[config.mk]
export PLATFORM = sky130hd
export DESIGN_NAME = isen_ctrl
export DESIGN_NICKNAME = d
export VERILOG_FILES = /design/src/sv/isen_pkg.sv /design/src/sv/isen_ctrl.sv
export SDC_FILE = /design/constraint.sdc
export NUM_CORES = 1
export LEC_CHECK = 0
export CAP_MARGIN = 20
export CORE_MARGIN = 2
export CORE_UTILIZATION = 65
export DETAILED_ROUTE_END_ITERATION = 6
export DONT_BUFFER_PORTS = 1
export GPL_TIMING_DRIVEN = 1
export HOLD_SLACK_MARGIN = 0.1
export PLACE_DENSITY = 0.81
export REMOVE_ABC_BUFFERS = 1
export SLEW_MARGIN = 10
export SYNTH_ARGS = -nofsm -noshare
export SYNTH_HDL_FRONTEND = slang
export SYNTH_SLANG_ARGS = --single-unit
[constraint.sdc]
create_clock -name clk -period 4.3 [get_ports clk]
set_clock_uncertainty 0.1 [all_clocks]
set_input_delay 0.645 -clock clk [delete_from_list [all_inputs] [get_ports clk]]
set_output_delay 0.645 -clock clk [all_outputs]
set_load 0.1 [all_outputs]
[src/sv/isen_pkg.sv]
// Shared types, widths and codes for the integrator step error norm block.
// No dependencies; imported by every module of the block.
package isen_pkg;

  localparam int WORD_BITS = 48;
  localparam int FRAC_BITS = 24;
  localparam int NCOMP     = 3;
  localparam int IN_W      = 3 * NCOMP * WORD_BITS;

  localparam int MAG_W = WORD_BITS + 1;          // |new +/- start|
  localparam int LO_W  = (MAG_W + 1) / 2;
  localparam int HI_W  = MAG_W - LO_W;
  localparam int PP_W  = 2 * LO_W;

  localparam int D1_W  = WORD_BITS + 2;          // sum |d|
  localparam int M1_W  = WORD_BITS + 3;          // sum |m|
  localparam int SQ_W  = 2 * WORD_BITS;          // sum d^2
  localparam int M2_W  = 2 * WORD_BITS + 2;      // sum m^2

  localparam int QW    = SQ_W;                   // quotient bits kept
  localparam int NUM_W = SQ_W + 2 * FRAC_BITS + 2;
  localparam int NHI_W = NUM_W - QW;

  localparam int RT_W  = WORD_BITS;              // root bits
  localparam int RR_W  = WORD_BITS + 2;          // root remainder
  localparam int RS_W  = WORD_BITS + 4;

  localparam int CNT_W = $clog2(QW + 1);
  localparam int NOPS  = 2 * NCOMP;

  localparam int CFG_IDX_W = 1;
  localparam logic [CFG_IDX_W-1:0] REG_NORM_MODE = 1'd0;
  localparam logic [CFG_IDX_W-1:0] REG_THRESHOLD = 1'd1;

  localparam logic [2:0] MODE_L2_MID  = 3'd0;
  localparam logic [2:0] MODE_L1_MID  = 3'd1;
  localparam logic [2:0] MODE_NONE    = 3'd2;
  localparam logic [2:0] MODE_L1_STEP = 3'd3;
  localparam logic [2:0] MODE_L2_STEP = 3'd4;

  localparam logic [1:0] PP_LL = 2'd0;
  localparam logic [1:0] PP_LH = 2'd1;
  localparam logic [1:0] PP_HH = 2'd2;

  typedef enum logic [3:0] {
    S_IDLE, S_MUL, S_DRAIN, S_SETUP, S_DIV, S_DIVEND, S_SQRT, S_UPD
  } state_t;

  typedef enum logic [2:0] {
    C_NONE, C_LOAD, C_MUL, C_SETUP, C_DIV, C_DIVEND, C_SQRT, C_UPD
  } cmd_op_t;

  typedef struct packed {
    cmd_op_t    op;
    logic [2:0] opnd;
    logic [1:0] pp;
  } cmd_t;

  typedef struct packed {
    logic use_div;
    logic l2;
    logic last;
  } stat_t;

endpackage

[src/sv/isen_ctrl.sv]
// Controller: sequences load, squaring, divide, square root and result.
// Depends on isen_pkg.
module isen_ctrl (
  input  logic            clk,
  input  logic            rst_n,
  input  logic            in_tvalid,
  output logic            in_tready,
  output logic            out_tvalid,
  input  logic            out_tready,
  output isen_pkg::cmd_t  cmd,
  input  isen_pkg::stat_t stat
);
  import isen_pkg::*;

  state_t           state_r, state_nxt;
  logic [CNT_W-1:0] cnt_r, cnt_nxt;
  logic [2:0]       opnd_r, opnd_nxt;
  logic [1:0]       pp_r, pp_nxt;
  logic             out_valid_r, out_valid_nxt;
  logic             upd_fire;

  always_ff @(posedge clk) begin
    if (!rst_n) begin
      state_r     <= S_IDLE;
      cnt_r       <= '0;
      opnd_r      <= '0;
      pp_r        <= PP_LL;
      out_valid_r <= 1'b0;
    end else begin
      state_r     <= state_nxt;
      cnt_r       <= cnt_nxt;
      opnd_r      <= opnd_nxt;
      pp_r        <= pp_nxt;
      out_valid_r <= out_valid_nxt;
    end
  end

  always_comb begin
    state_nxt = state_r;
    cnt_nxt   = cnt_r;
    opnd_nxt  = opnd_r;
    pp_nxt    = pp_r;
    cmd.op    = C_NONE;
    cmd.opnd  = opnd_r;
    cmd.pp    = pp_r;
    in_tready = 1'b0;
    upd_fire  = 1'b0;
    unique case (state_r)
      S_IDLE: begin
        in_tready = 1'b1;
        if (in_tvalid) begin
          cmd.op    = C_LOAD;
          opnd_nxt  = '0;
          pp_nxt    = PP_LL;
          state_nxt = S_MUL;
        end
      end
      S_MUL: begin
        cmd.op = C_MUL;
        if (pp_r == PP_HH) begin
          pp_nxt   = PP_LL;
          opnd_nxt = opnd_r + 3'd1;
          if (opnd_r == 3'(NOPS - 1)) state_nxt = S_DRAIN;
        end else begin
          pp_nxt = pp_r + 2'd1;
        end
      end
      S_DRAIN: state_nxt = S_SETUP;
      S_SETUP: begin
        cmd.op  = C_SETUP;
        cnt_nxt = '0;
        if (stat.use_div) state_nxt = S_DIV;
        else if (stat.l2) state_nxt = S_SQRT;
        else              state_nxt = S_UPD;
      end
      S_DIV: begin
        cmd.op  = C_DIV;
        cnt_nxt = cnt_r + 1'b1;
        if (cnt_r == CNT_W'(QW - 1)) state_nxt = S_DIVEND;
      end
      S_DIVEND: begin
        cmd.op    = C_DIVEND;
        cnt_nxt   = '0;
        state_nxt = stat.l2 ? S_SQRT : S_UPD;
      end
      S_SQRT: begin
        cmd.op  = C_SQRT;
        cnt_nxt = cnt_r + 1'b1;
        if (cnt_r == CNT_W'(RT_W - 1)) state_nxt = S_UPD;
      end
      S_UPD: begin
        if (!stat.last || !out_valid_r || out_tready) begin
          cmd.op    = C_UPD;
          upd_fire  = 1'b1;
          state_nxt = S_IDLE;
        end
      end
      default: state_nxt = S_IDLE;
    endcase
    out_valid_nxt = (out_valid_r && !out_tready) || (upd_fire && stat.last);
  end

  assign out_tvalid = out_valid_r;

endmodule

==> impl_metrics.ini <==
[global_route]
grt_pass1_vias = 746
grt-ovfl-total = 0
antenna_found_initial = 0
grt_pass1_wl_mm = 3.15
grtUsageTotal = 0.213
grt_start_max_net_pins = 24

[setup_path]
critPathKind = reg -> out
crit_start = state_r[2]$_SDFFE_PN0P_
cp.arrival_ps = 2330
r2r-start = state_r[0]$_SDFFE_PN0P_
startpoint_type = register
endpoint_kind = primary output
path_max_fanout = 23
worst_ep_required_time_ps = 3560

[synth]
yosys_warnings = 0
synth_top_flop_cell = dfxtp_1
synthMostInstantiatedCell = nor2_1
synth_top_area_cell = dfxtp_1
synth_seq_cells = 16
ys_top_cells_by_area = dfxtp_1 (31%), nor2_1 (6.2%), nand2_1 (5.9%)
syn_area_mm2 = 0.00102
synth_cell_types = 40
avgSynthCellArea_um2 = 7.58
syn_inst = 135
yosysSeqAreaShare = 0.313
synth_edf_count = 0
async_flop_share = 0
yosys-top-cells-count = nor2_1 (17), dfxtp_1 (16), nand2_1 (16)
synth_top_area_share = 0.313

[min_path]
hp-start = rst_n
hp-class = in -> reg

[floorplanning]
io_pins = 17
start_util = 0.687
die-area_mm2 = 0.00191
die_h_um = 43.7
core_mm2 = 0.00149
chipWidth_um = 43.7
rows = 14

[layout]
syn_to_final_growth_pct = 4.28
post_route_cells_drive_above_1_share = 0.0909
diodes = 0
num-fill-cells = 113
nNetsFinal = 143

[placed_design]
portBuffers = 0
dp_hpwl_mm = 1.32
place_congestion = 0.840

[sta]
final-hold-violation-count = 0
slew_headroom = 0.201
layout_min_cycle_time_ps = 3080
finalMaxSlewViolations = 0
setup_violations = 0
tightest_slew_ps = 1200
timing.hold.ws_ps = 386
max_freq_ghz = 0.325
fin_crit_sh = 0.716
grt_setup_unrepaired = false
setup_tns_ps = 0

[clock_tree]
cts_sinks = 16
h-tree-depth = 1
post_cts_buffers = 0
clk_path_buf_depth = 2
cts_resized = 0
cts_tree = done
worstSkewPairLatency_ps = 280
cts_root_buffer = clkbuf_4
cts_hold_buffers = 0
cts_buffers = 3
clkTransAtPathRegs_ps = 100

[power_and_ir_drop]
vdd_drop_max_v = 0.000226
p_leak_uw = 0.000387
power_density_mw_per_mm2 = 321

[drt]
drc_errors = 0
finalWirelength_mm = 1.95
ant_nets = 0
drt-pass1-iter-count = 4
vias = 927
viasPerCell = 6.26
wire_per_inst_um = 13.1
drt_iter0_drc = 28

[run_status]
status = finished clean

[run]
cap_violations = 0
-- kinds of logic (layout without fill, tap and decap cells) --
group                    after synthesis  in the layout  synth area share
adder cells (fa/ha/maj)                3              3            0.0367
multiplexers                           3              3            0.0293
AO/OA/AOI/OAI                         38             38             0.268
flip-flops                            16             16             0.313
buffers and inverters                 15             12            0.0623
AND/OR/NAND/NOR                       60             60             0.291
-- metal layers --
metal | GRT usage | vias up | part of all wire | wire length, um
met2 | 0.306 | 25 | 0.45 | 877
met4 | 0.0727 | 0 | 0.0046 | 9
met1 | 0.322 | 426 | 0.49 | 959
li1 | - | 474 | - | -
met3 | 0.0333 | 2 | 0.051 | 99
met5 | 0 | - | 0 | 0
-- flip-flops by register name, indices dropped and copies added (netlist names) --
register,count
out_tvalid,1
pp_r,2
cnt_r,7
opnd_r,3
state_r,3
-- worst max-delay path: stages, from the launching register on --
cell	delay, ps
dfxtp_1	820
or2_1	340
a32o_1	890
-- path summary, 6_finish.rpt --
path | to | slack (ps) | depth (start not counted)
worst max register to register | state_r[0]$_SDFFE_PN0P_ | 1930 | 5
worst max-delay path | cmd[5] | 1220 | 2
worst min-delay path | pp_r[1]$_SDFFE_PN0P_ | 390 | 1
worst min register to register | cnt_r[2]$_SDFFE_PN0P_ | 430 | 2
-- report_power, final --
part | switching (uW) | internal [uW]
Combinational | 52.1 | 19.2
Sequential | 19.2 | 151
Clock | 49.1 | 51.4
-- cell type report --
class	count	area (um2)	share of cell area
Sequential cell	16	320	0.300
Tap cell	16	20.0	0.0188
Multi-Input combinational cell	104	649	0.608
Timing Repair Buffer	3	22.5	0.0211
Clock buffer	4	36.3	0.0340
Inverter	5	18.8	0.0176
-- layout by cell type, fill, tap and decap left out, drive strengths merged, types with 2 or more instances in the layout --
cell type / netlist / routed
nand2: 16 / 16
a31oi: 2 / 2
nor2: 17 / 17
inv: 4 / 4
clkbuf: 5 / 4
ha: 3 / 3
a21boi: 7 / 7
and3: 3 / 3
nand2b: 2 / 2
a22o: 4 / 4
dfxtp: 16 / 16
a22oi: 2 / 2
nand4b: 2 / 2
a21oi: 4 / 4
nor2b: 8 / 8
o31ai: 2 / 2
nor3b: 2 / 2
mux2i: 3 / 3
nand3: 4 / 4
buf: 5 / 3
o21ai: 9 / 9
-- per-stage QoR --
step                instance area (um2)  power [uW]  utilization  worst slack (ps)  instances
finish                             1070         342        0.717              1220        148
CTS                                1070         344        0.717              1250        148
global route                       1070         357        0.717              1110        148
floorplan                           978         235            -               416        125
global placement                   1030         243        0.692              1600        144
detailed placement                 1030         245        0.692              1570        144
Power figures use the tool's default switching activity.
